File: src/design/mic_pkg.sv
// ----------------------------------------------------------------------------
// Matrix inverse by cofactors: shared package
// Sizes, payload structs and constants for the cofactor inverse block.
// ----------------------------------------------------------------------------
`default_nettype none

package mic_pkg;

  // largest matrix order and the widths that follow from it
  localparam int MAX_ORDER = 4;
  localparam int ORDER_W   = $clog2(MAX_ORDER + 1);
  localparam int IDX_W     = (MAX_ORDER > 1) ? $clog2(MAX_ORDER) : 1;
  localparam int DEPTH     = MAX_ORDER * MAX_ORDER;
  localparam int ADDR_W    = (DEPTH > 1) ? $clog2(DEPTH) : 1;
  localparam int CNT_W     = $clog2(DEPTH + 1);

  // fixed field widths
  localparam int VAL_W  = 32;
  localparam int FRAC_W = 16;
  localparam int POS_W  = 3;
  localparam int CFG_W  = 4;

  // arithmetic widths
  localparam int PROD_W    = 2 * VAL_W;
  localparam int TERM_W    = PROD_W - FRAC_W;
  localparam int SUM_W     = TERM_W + IDX_W;
  localparam int DIV_NUM_W = VAL_W + FRAC_W + 1;
  localparam int DIV_DEN_W = VAL_W + 1;

  localparam logic signed [VAL_W-1:0] Q_ONE   = 32'sh0001_0000;
  localparam logic signed [VAL_W-1:0] VAL_MAX = 32'sh7FFF_FFFF;
  localparam logic signed [VAL_W-1:0] VAL_MIN = 32'sh8000_0000;
  localparam logic [ORDER_W-1:0]      ORDER_RESET = ORDER_W'(4);

  typedef struct packed {
    logic signed [VAL_W-1:0] element_value;
    logic                    last_element;
  } elem_t;

  typedef struct packed {
    logic signed [VAL_W-1:0] inverse_value;
    logic [POS_W-1:0]        out_row;
    logic [POS_W-1:0]        out_col;
    logic                    singular;
    logic                    last_result;
  } result_t;

  // mask with the low n bits set
  function automatic logic [MAX_ORDER-1:0] order_mask(input logic [ORDER_W-1:0] n);
    logic [MAX_ORDER-1:0] m;
    for (int i = 0; i < MAX_ORDER; i++) begin
      m[i] = (ORDER_W'(i) < n);
    end
    return m;
  endfunction

endpackage

`default_nettype wire

File: src/design/mic_div.sv
// ----------------------------------------------------------------------------
// Matrix inverse by cofactors: serial divider
// Unsigned restoring divider, one quotient bit per cycle, MSB first.
// ----------------------------------------------------------------------------
`default_nettype none

module mic_div (
  input  wire logic                          clk,
  input  wire logic                          rst,
  input  wire logic                          start,
  input  wire logic [mic_pkg::DIV_NUM_W-1:0] num,
  input  wire logic [mic_pkg::DIV_DEN_W-1:0] den,
  output logic                               done,
  output logic [mic_pkg::DIV_NUM_W-1:0]      quot
);

  localparam int NW    = mic_pkg::DIV_NUM_W;
  localparam int DW    = mic_pkg::DIV_DEN_W;
  localparam int STEPW = $clog2(NW + 1);

  logic              running;
  logic [STEPW-1:0]  step;
  logic [DW-1:0]     rem;
  logic [DW-1:0]     den_r;
  logic [NW-1:0]     dvd;
  logic [DW:0]       shifted;
  logic [DW:0]       diff;
  logic              fits;

  // trial subtract of the divisor from the shifted remainder
  always_comb begin
    shifted = {rem, dvd[NW-1]};
    diff    = shifted - {1'b0, den_r};
    fits    = (shifted >= {1'b0, den_r});
  end

  // iterate one bit per cycle
  always_ff @(posedge clk) begin
    if (rst) begin
      running <= 1'b0;
      done    <= 1'b0;
      step    <= '0;
    end else begin
      done <= 1'b0;
      if (start) begin
        running <= 1'b1;
        step    <= STEPW'(NW - 1);
        rem     <= '0;
        den_r   <= den;
        dvd     <= num;
        quot    <= '0;
      end else if (running) begin
        rem  <= fits ? diff[DW-1:0] : shifted[DW-1:0];
        dvd  <= {dvd[NW-2:0], 1'b0};
        quot <= {quot[NW-2:0], fits};
        if (step == '0) begin
          running <= 1'b0;
          done    <= 1'b1;
        end else begin
          step <= step - 1'b1;
        end
      end
    end
  end

  // the divider never sees a start while it runs
  assert property (@(posedge clk) disable iff (rst) start |-> !running)
    else $error("divider restarted while busy");

  assert property (@(posedge clk) disable iff (rst) done |-> !running)
    else $error("divider done while still running");

  assert property (@(posedge clk) disable iff (rst) start |=> running)
    else $error("divider did not start");

endmodule

`default_nettype wire

File: src/design/matrix_inverse_by_cofactors.sv
// ----------------------------------------------------------------------------
// Matrix inverse by cofactors
// Loads a square Q16.16 matrix, expands the determinant and every cofactor
// along the first row with one shared 32x32 multiplier and a frame stack,
// then divides each signed cofactor by the determinant in a serial divider.
// Sequence: the recursion works through a scan, a multiply and an accumulate
// per term, and each inverse element then takes a serial division.
// Throughput: one matrix at a time; elem_ready is low until the last beat.
// Reset: synchronous; clears control state, order returns to 4.
// ----------------------------------------------------------------------------
`default_nettype none

module matrix_inverse_by_cofactors (
  input  wire logic                      clk,
  input  wire logic                      rst,
  input  wire logic                      elem_valid,
  output logic                           elem_ready,
  input  wire mic_pkg::elem_t            elem,
  output logic                           result_valid,
  input  wire logic                      result_ready,
  output mic_pkg::result_t               result,
  input  wire logic                      cfg_valid,
  output logic                           cfg_ready,
  input  wire logic [mic_pkg::CFG_W-1:0] cfg_data
);

  localparam int MO  = mic_pkg::MAX_ORDER;
  localparam int OW  = mic_pkg::ORDER_W;
  localparam int IW  = mic_pkg::IDX_W;
  localparam int AW  = mic_pkg::ADDR_W;
  localparam int CW  = mic_pkg::CNT_W;
  localparam int VW  = mic_pkg::VAL_W;
  localparam int PW  = mic_pkg::PROD_W;
  localparam int TW  = mic_pkg::TERM_W;
  localparam int SW  = mic_pkg::SUM_W;
  localparam int FW  = mic_pkg::FRAC_W;
  localparam int NW  = mic_pkg::DIV_NUM_W;
  localparam int DW  = mic_pkg::DIV_DEN_W;
  localparam int XW  = mic_pkg::POS_W;

  typedef enum logic [2:0] {
    S_LOAD, S_CALL, S_SCAN, S_MUL, S_ACC, S_DIV, S_OUT
  } state_t;

  state_t                 state;
  logic [mic_pkg::CFG_W-1:0] order_reg;
  logic [CW-1:0]          load_count;
  logic [OW-1:0]          n;
  logic [OW-1:0]          root_k;
  logic                   phase_det;
  logic [IW-1:0]          lv;
  logic signed [VW-1:0]   child_res;
  logic signed [PW-1:0]   prod;
  logic signed [VW-1:0]   det;
  logic                   sing;
  logic [IW-1:0]          out_r;
  logic [IW-1:0]          out_c;
  logic                   q_neg;

  // expansion frames, one per recursion level
  logic [MO-1:0]          rows_stk [MO];
  logic [MO-1:0]          cols_stk [MO];
  logic [OW-1:0]          c_stk    [MO];
  logic [IW-1:0]          r_stk    [MO];
  logic                   neg_stk  [MO];
  logic signed [SW-1:0]   sum_stk  [MO];

  logic signed [VW-1:0]   matrix_store [mic_pkg::DEPTH];

  // ---------------- combinational helpers ----------------
  logic [OW-1:0]          n_in;
  logic [MO-1:0]          full_in;
  logic [MO-1:0]          full_n;
  logic [2*OW-1:0]        nn_in;
  logic [MO-1:0]          cur_rows;
  logic [MO-1:0]          cur_cols;
  logic [OW-1:0]          cur_c;
  logic [IW-1:0]          cur_r;
  logic signed [SW-1:0]   cur_sum;
  logic [IW-1:0]          low_r;
  logic signed [VW-1:0]   sat_sum;
  logic [OW-1:0]          k_child;
  logic                   fin;
  logic signed [VW-1:0]   fin_val;
  logic [IW-1:0]          lv_rd;
  logic [2*OW-1:0]        rd_addr_w;
  logic signed [VW-1:0]   rd_elem;
  logic signed [PW-1:0]   mul_res;
  logic signed [PW-1:0]   rounded;
  logic signed [SW-1:0]   term;
  logic [VW-1:0]          cof_abs;
  logic [VW-1:0]          det_abs;
  logic [NW-1:0]          div_num;
  logic [DW-1:0]          div_den;
  logic                   div_start;
  logic                   div_done;
  logic [NW-1:0]          div_quot;
  logic [VW-1:0]          q_clamp;
  logic signed [VW-1:0]   q_val;
  logic                   is_last;
  logic [IW-1:0]          nxt_r;
  logic [IW-1:0]          nxt_c;
  logic                   elem_beat;

  assign elem_ready = (state == S_LOAD);
  assign cfg_ready  = 1'b1;
  assign elem_beat  = elem_valid && elem_ready;

  // clamp the configured order and size the load
  always_comb begin
    if (order_reg == '0) begin
      n_in = OW'(1);
    end else if (order_reg > mic_pkg::CFG_W'(MO)) begin
      n_in = OW'(MO);
    end else begin
      n_in = OW'(order_reg);
    end
    nn_in   = (2*OW)'(n_in) * (2*OW)'(n_in);
    full_in = mic_pkg::order_mask(n_in);
    full_n  = mic_pkg::order_mask(n);
  end

  // current frame and the row it expands along
  always_comb begin
    cur_rows = rows_stk[lv];
    cur_cols = cols_stk[lv];
    cur_c    = c_stk[lv];
    cur_r    = r_stk[lv];
    cur_sum  = sum_stk[lv];
    low_r    = '0;
    for (int i = MO - 1; i >= 0; i--) begin
      if (cur_rows[i]) begin
        low_r = IW'(i);
      end
    end
    k_child = root_k - OW'(lv) - OW'(1);
  end

  // saturate the frame sum to Q16.16
  always_comb begin
    if (&cur_sum[SW-1:VW-1] || ~|cur_sum[SW-1:VW-1]) begin
      sat_sum = cur_sum[VW-1:0];
    end else if (cur_sum[SW-1]) begin
      sat_sum = mic_pkg::VAL_MIN;
    end else begin
      sat_sum = mic_pkg::VAL_MAX;
    end
  end

  // root determinant ready: empty minor at the root, or root frame swept
  always_comb begin
    fin     = 1'b0;
    fin_val = sat_sum;
    if (state == S_CALL && lv == '0 && root_k == '0) begin
      fin     = 1'b1;
      fin_val = mic_pkg::Q_ONE;
    end else if (state == S_SCAN && lv == '0 && cur_c == n) begin
      fin = 1'b1;
    end
  end

  // element for the next multiply: the parent frame on a return, else this one
  always_comb begin
    lv_rd     = (state == S_SCAN && cur_c == n && lv != '0) ? lv - 1'b1 : lv;
    rd_addr_w = (2*OW)'(r_stk[lv_rd]) * (2*OW)'(n) + (2*OW)'(c_stk[lv_rd]);
  end

  // shared multiplier and rounding of the term
  always_comb begin
    mul_res   = rd_elem * child_res;
    rounded   = prod + PW'(32768);
    term      = SW'($signed(rounded[PW-1:FW]));
  end

  // divider operands: (2|num| + |det|) / (2|det|)
  always_comb begin
    cof_abs   = fin_val[VW-1] ? VW'(-fin_val) : VW'(fin_val);
    det_abs   = det[VW-1] ? VW'(-det) : VW'(det);
    div_num   = {cof_abs, {FW{1'b0}}, 1'b0} + NW'(det_abs);
    div_den   = {det_abs, 1'b0};
    div_start = fin && !phase_det && !(fin_val == '0 && 1'b0);
  end

  // clamp the quotient and apply the sign
  always_comb begin
    if (|div_quot[NW-1:VW] || (div_quot[VW-1] && |div_quot[VW-2:0])) begin
      q_clamp = {1'b1, {(VW-1){1'b0}}};
    end else begin
      q_clamp = div_quot[VW-1:0];
    end
    if (q_neg) begin
      q_val = VW'(-q_clamp);
    end else if (q_clamp[VW-1]) begin
      q_val = mic_pkg::VAL_MAX;
    end else begin
      q_val = q_clamp;
    end
  end

  // position of the next inverse element
  always_comb begin
    is_last = (OW'(out_r) == n - OW'(1)) && (OW'(out_c) == n - OW'(1));
    if (OW'(out_c) == n - OW'(1)) begin
      nxt_c = '0;
      nxt_r = out_r + 1'b1;
    end else begin
      nxt_c = out_c + 1'b1;
      nxt_r = out_r;
    end
  end

  mic_div u_div (
    .clk   (clk),
    .rst   (rst),
    .start (div_start),
    .num   (div_num),
    .den   (div_den),
    .done  (div_done),
    .quot  (div_quot)
  );

  // matrix store: write on each counted element beat, read one element a cycle
  always_ff @(posedge clk) begin
    if (elem_beat && ((2*OW)'(load_count) < nn_in)) begin
      matrix_store[load_count[AW-1:0]] <= elem.element_value;
    end
    rd_elem <= matrix_store[rd_addr_w[AW-1:0]];
  end

  // configuration register
  always_ff @(posedge clk) begin
    if (rst) begin
      order_reg <= mic_pkg::CFG_W'(mic_pkg::ORDER_RESET);
    end else if (cfg_valid && cfg_ready) begin
      order_reg <= cfg_data;
    end
  end

  // sequencer
  always_ff @(posedge clk) begin
    if (rst) begin
      state        <= S_LOAD;
      load_count   <= '0;
      result_valid <= 1'b0;
      lv           <= '0;
      phase_det    <= 1'b1;
    end else begin
      case (state)
        // collect elements; start the determinant on the last beat
        S_LOAD: begin
          if (elem_beat) begin
            if ((2*OW)'(load_count) < nn_in) begin
              load_count <= load_count + 1'b1;
            end
            if (elem.last_element) begin
              load_count  <= '0;
              n           <= n_in;
              root_k      <= n_in;
              phase_det   <= 1'b1;
              lv          <= '0;
              rows_stk[0] <= full_in;
              cols_stk[0] <= full_in;
              state       <= S_CALL;
            end
          end
        end

        // open a frame
        S_CALL: begin
          if (!fin) begin
            r_stk[lv]   <= low_r;
            sum_stk[lv] <= '0;
            neg_stk[lv] <= 1'b0;
            c_stk[lv]   <= '0;
            state       <= S_SCAN;
          end
        end

        // look for the next column of the frame
        S_SCAN: begin
          if (cur_c == n) begin
            if (lv != '0) begin
              lv        <= lv - 1'b1;
              child_res <= sat_sum;
              state     <= S_MUL;
            end
          end else if (cur_cols[cur_c[IW-1:0]]) begin
            if (k_child == '0) begin
              child_res <= mic_pkg::Q_ONE;
              state     <= S_MUL;
            end else begin
              rows_stk[lv + 1'b1] <= cur_rows & ~(MO'(1) << cur_r);
              cols_stk[lv + 1'b1] <= cur_cols & ~(MO'(1) << cur_c[IW-1:0]);
              lv                  <= lv + 1'b1;
              state               <= S_CALL;
            end
          end else begin
            c_stk[lv] <= cur_c + 1'b1;
          end
        end

        // element times minor
        S_MUL: begin
          prod  <= mul_res;
          state <= S_ACC;
        end

        // add the rounded term with alternating sign
        S_ACC: begin
          sum_stk[lv] <= neg_stk[lv] ? cur_sum - term : cur_sum + term;
          neg_stk[lv] <= !neg_stk[lv];
          c_stk[lv]   <= cur_c + 1'b1;
          state       <= S_SCAN;
        end

        // wait for the quotient, then present the beat
        S_DIV: begin
          if (div_done) begin
            result.inverse_value <= q_val;
            result.out_row       <= XW'(out_r);
            result.out_col       <= XW'(out_c);
            result.singular      <= 1'b0;
            result.last_result   <= is_last;
            result_valid         <= 1'b1;
            state                <= S_OUT;
          end
        end

        // hold the beat until taken, then move to the next element
        S_OUT: begin
          if (result_ready) begin
            result_valid <= 1'b0;
            if (is_last) begin
              state <= S_LOAD;
            end else begin
              out_r <= nxt_r;
              out_c <= nxt_c;
              if (sing) begin
                result.inverse_value <= '0;
                result.out_row       <= XW'(nxt_r);
                result.out_col       <= XW'(nxt_c);
                result.singular      <= 1'b1;
                result.last_result   <= (OW'(nxt_r) == n - OW'(1)) &&
                                        (OW'(nxt_c) == n - OW'(1));
                result_valid         <= 1'b1;
              end else begin
                rows_stk[0] <= full_n & ~(MO'(1) << nxt_c);
                cols_stk[0] <= full_n & ~(MO'(1) << nxt_r);
                lv          <= '0;
                state       <= S_CALL;
              end
            end
          end
        end

        default: begin
          state <= S_LOAD;
        end
      endcase

      // root result: determinant or one cofactor
      if (fin) begin
        if (phase_det) begin
          det       <= fin_val;
          sing      <= (fin_val == '0);
          phase_det <= 1'b0;
          root_k    <= n - OW'(1);
          out_r     <= '0;
          out_c     <= '0;
          if (fin_val == '0) begin
            result.inverse_value <= '0;
            result.out_row       <= '0;
            result.out_col       <= '0;
            result.singular      <= 1'b1;
            result.last_result   <= (n == OW'(1));
            result_valid         <= 1'b1;
            state                <= S_OUT;
          end else begin
            rows_stk[0] <= full_n & ~MO'(1);
            cols_stk[0] <= full_n & ~MO'(1);
            lv          <= '0;
            state       <= S_CALL;
          end
        end else begin
          q_neg <= (fin_val != '0) && (fin_val[VW-1] ^ (out_r[0] ^ out_c[0])) ^ det[VW-1];
          state <= S_DIV;
        end
      end
    end
  end

  // checks on the sequencer
  assert property (@(posedge clk) disable iff (rst) elem_ready |-> !result_valid)
    else $error("loading while a result beat is pending");

  assert property (@(posedge clk) disable iff (rst)
    result_valid && result.singular |-> result.inverse_value == '0)
    else $error("singular beat carries a nonzero value");

  assert property (@(posedge clk) disable iff (rst)
    state == S_SCAN |-> c_stk[lv] <= n)
    else $error("column index ran past the order");

  assert property (@(posedge clk) disable iff (rst)
    result_valid && result_ready && result.last_result |=> elem_ready)
    else $error("block did not return to loading after the last beat");

endmodule

`default_nettype wire

File: config.mk
export PLATFORM = sky130hd
export DESIGN_NAME = matrix_inverse_by_cofactors
export DESIGN_NICKNAME = d
export VERILOG_FILES = /design/src/design/mic_pkg.sv /design/src/design/mic_div.sv /design/src/design/matrix_inverse_by_cofactors.sv
export SDC_FILE = /design/constraint.sdc
export NUM_CORES = 2
export LEC_CHECK = 0
export BUFFER_PORTS_ARGS = -buffer_cell sky130_fd_sc_hd__buf_2
export CAP_MARGIN = 20
export CORE_MARGIN = 4
export CORE_UTILIZATION = 37
export CTS_BUF_LIST = sky130_fd_sc_hd__clkbuf_4 sky130_fd_sc_hd__clkbuf_8 sky130_fd_sc_hd__clkbuf_16
export DETAILED_ROUTE_END_ITERATION = 10
export PLACE_DENSITY = 0.5
export SLEW_MARGIN = 20
export SYNTH_ARGS = -nofsm -noshare
export SYNTH_HDL_FRONTEND = slang
export SYNTH_SLANG_ARGS = --single-unit
File: constraint.sdc
create_clock -name clk -period 13.9 [get_ports clk]
set_clock_uncertainty 0.2 [all_clocks]
set_input_delay 1.39 -clock clk [delete_from_list [all_inputs] [get_ports clk]]
set_output_delay 1.39 -clock clk [all_outputs]
set_load 0.03 [all_outputs]
==> impl_metrics.toml <==
[run_status]
outcome = "complete, no violations"

[worst_setup_path]
cp.required_ps = 14190
crit_type = "reg -> reg"
crit_path_end_kind = "flip-flop"
crit_fanout = 31
cp-start-kind = "flip-flop"
crit_slowest_cell = "fa_1"
crit_chain = "and2_1 > ha_1 > fa_1 > fa_1 > fa_1 > inv_1 > fa_1 > inv_1 > fa_1 > fa_1 > fa_1 > ha_1 > nand4_1 > or4_1 > o21ai_0 > and2_1 > a31oi_1 > o21ai_0 > o21a_1 > nor2_1 > xnor2_1"
critPathArrivalTime_ps = 9630
crit_top_cell = "fa_1"
slowest_delay_ps = 1090

[sta]
tightest_slew_ps = 1050
hold_viol_final = 0
relSlewSlack_pct = 29.7
tns_ps = 0
min_period_ps = 9340
grt_setup_unrepaired = "no"
drv_slew = 0
post-route-period-util_pct = 67.2
setup_viol = 0
timing.fmax_mhz = 107

[cts]
cts_root_buf = "clkbuf_16"
clkTransAtPathRegs_ps = 60
cts-buffers-inserted = 131
clk_latency_ps = 790
cts_tree = "built"
clockBufferDepth = 3
cts_resized = 0
cts_hold_buf = 0
postCtsSetupBuffers = 0
cts_sinks = 1152
h-tree-depth = 4

[final_layout]
fin_nets = 9056
drive_above_1_share_pct = 9.64
regArea_um2 = 34000
largest_reg_flops = 512
multi_input_area_um2 = 50500
area_growth_pct = 9.50
fillerInstances = 22800
fin_util_pct = 40.9

[yosys]
syn_avg_cell_area_um2 = 11.8
ys_types = 100
ys_warn_count = 0
synth_top_cell_area_share_pct = 36.6
synth_top_area_cell = "edfxtp_1"
ys_seq_area_share_pct = 37.8
synth_edf_count = 1096
synthTopCellsByArea = "edfxtp_1 (37%), fa_1 (24%), mux4_2 (5.5%)"
synth_nets = 9090
ys_async_sr_fraction_pct = 0
syn_inst = 7655
synthTopCellsByCount = "edfxtp_1 (1,096), inv_1 (1,096), fa_1 (1,088)"
synth-seq-cells = 1152
syn_area_um2 = 90000
ys.flop_type = "edfxtp_1"

[routing]
totalWireLength_um = 230000
routed_via_density = 5.14
drt-pass1-iter-count = 5
drt-initial-drc-count = 3515
wl_per_cell_um = 21.0
drtAntennaViolNets = 0
drc_errors = 0
num_vias = 56100

[global_route]
track_usage_pct = 18.8
grt_pass1_wl_um = 366000
grt.overflow.total = 0
antenna_found_initial = 7
grt_max_degree = 80
grt_pass1_vias = 61000

[die]
die_width_um = 501
core_area_um2 = 241000
die_h_um = 501
initial_core_util_pct = 37.3
die_area_um2 = 251000
num_rows = 180
pin_count = 85

[placed_design]
dpl.hpwl_um = 163000
io_buffers = 83
gp_congestion = 0.852

[worst_hold_path]
holdCritPathClass = "reg -> reg"

[job]
cap_violations = 0
## stage by stage
step / instances / instance area (um^2) / hold slack, ps / worst slack (ps)
3_3_place_gp: 10700 / 94100 / 268 / 4630
5_1_grt: 10900 / 98500 / 323 / 3890
2_1_floorplan: 7655 / 90000 / 242 / 4340
6_report: 10900 / 98500 / 305 / 4560
4_1_cts: 10900 / 98500 / 302 / 4410
3_5_place_dp: 10700 / 94100 / 270 / 4480
## layout make-up
cell class,count,area share [%]
multi-input cells,5027,51.3
flip-flops and latches,1152,34.5
inverters,1096,4.18
well taps,3185,4.04
clock buffers,173,3.80
repair buffers,213,1.41
clock inverters,60,0.728
diodes,7,0.0178
## metal layers
| layer | GRT usage (%) | wire length [um] | vias to the layer above |
|---|---|---|---|
| li1 | - | - | 25400 |
| met2 | 32.8 | 116000 | 1011 |
| met4 | 4.04 | 4430 | 2 |
| met1 | 25.4 | 101000 | 29500 |
| met5 | 0 | 10 | - |
| met3 | 1.92 | 7780 | 235 |
## kinds of logic after synthesis
logic type | share of synthesized area [%]
AND/OR/NAND/NOR | 12.1
buffers and inverters | 6.28
adder cells (fa/ha/maj) | 28.4
flip-flops | 37.8
AO/OA/AOI/OAI | 5.67
XOR/XNOR | 3.35
multiplexers | 6.31
other | 0.00835
## worst max-delay path: cells and delay by family (launching register included)
kind / cells / cell delay (ps)
xor gates and xnor gates: 1 / 110
buffers and inverters: 2 / 440
adders and majority gates: 9 / 5070
DFF: 1 / 1020
AOI/OAI and AO/OA: 4 / 990
and+or+nand+nor: 5 / 1200
## final timing paths
path                                    start    endpoint  slack [ps]  cells past startpoint
worst min register to register  u_div.running  u_div.done         310                      2
worst max register to register   child_res[0]    prod[63]        4560                     21
worst min-delay path            u_div.running  u_div.done         310                      2
worst max-delay path             child_res[0]    prod[63]        4560                     21
## layout by cell type (no fill, tap or decap), types with 22 or more instances in the layout
cell type	count
nand3_1	66
edfxtp_1	1096
buf_2	83
xnor2_1	240
nor3_1	86
mux4_2	219
nor2b_1	55
a211oi_1	37
clkbuf_16	137
a21o_1	83
or3_1	30
nor4_1	22
and3_1	47
nand2_1	787
buf_4	130
nand4_1	31
dfxtp_1	54
ha_1	303
xor2_1	100
fa_1	1087
nor2_1	336
o21a_1	26
mux2i_1	43
and2_1	581
a31oi_1	42
o31ai_1	26
o21ai_0	182
inv_1	1095
clkbuf_4	28
a21oi_1	262
nand2b_1	42
Power is not shown: default switching activity piles up to over one toggle a cycle in this logic, so the estimate is an artifact.
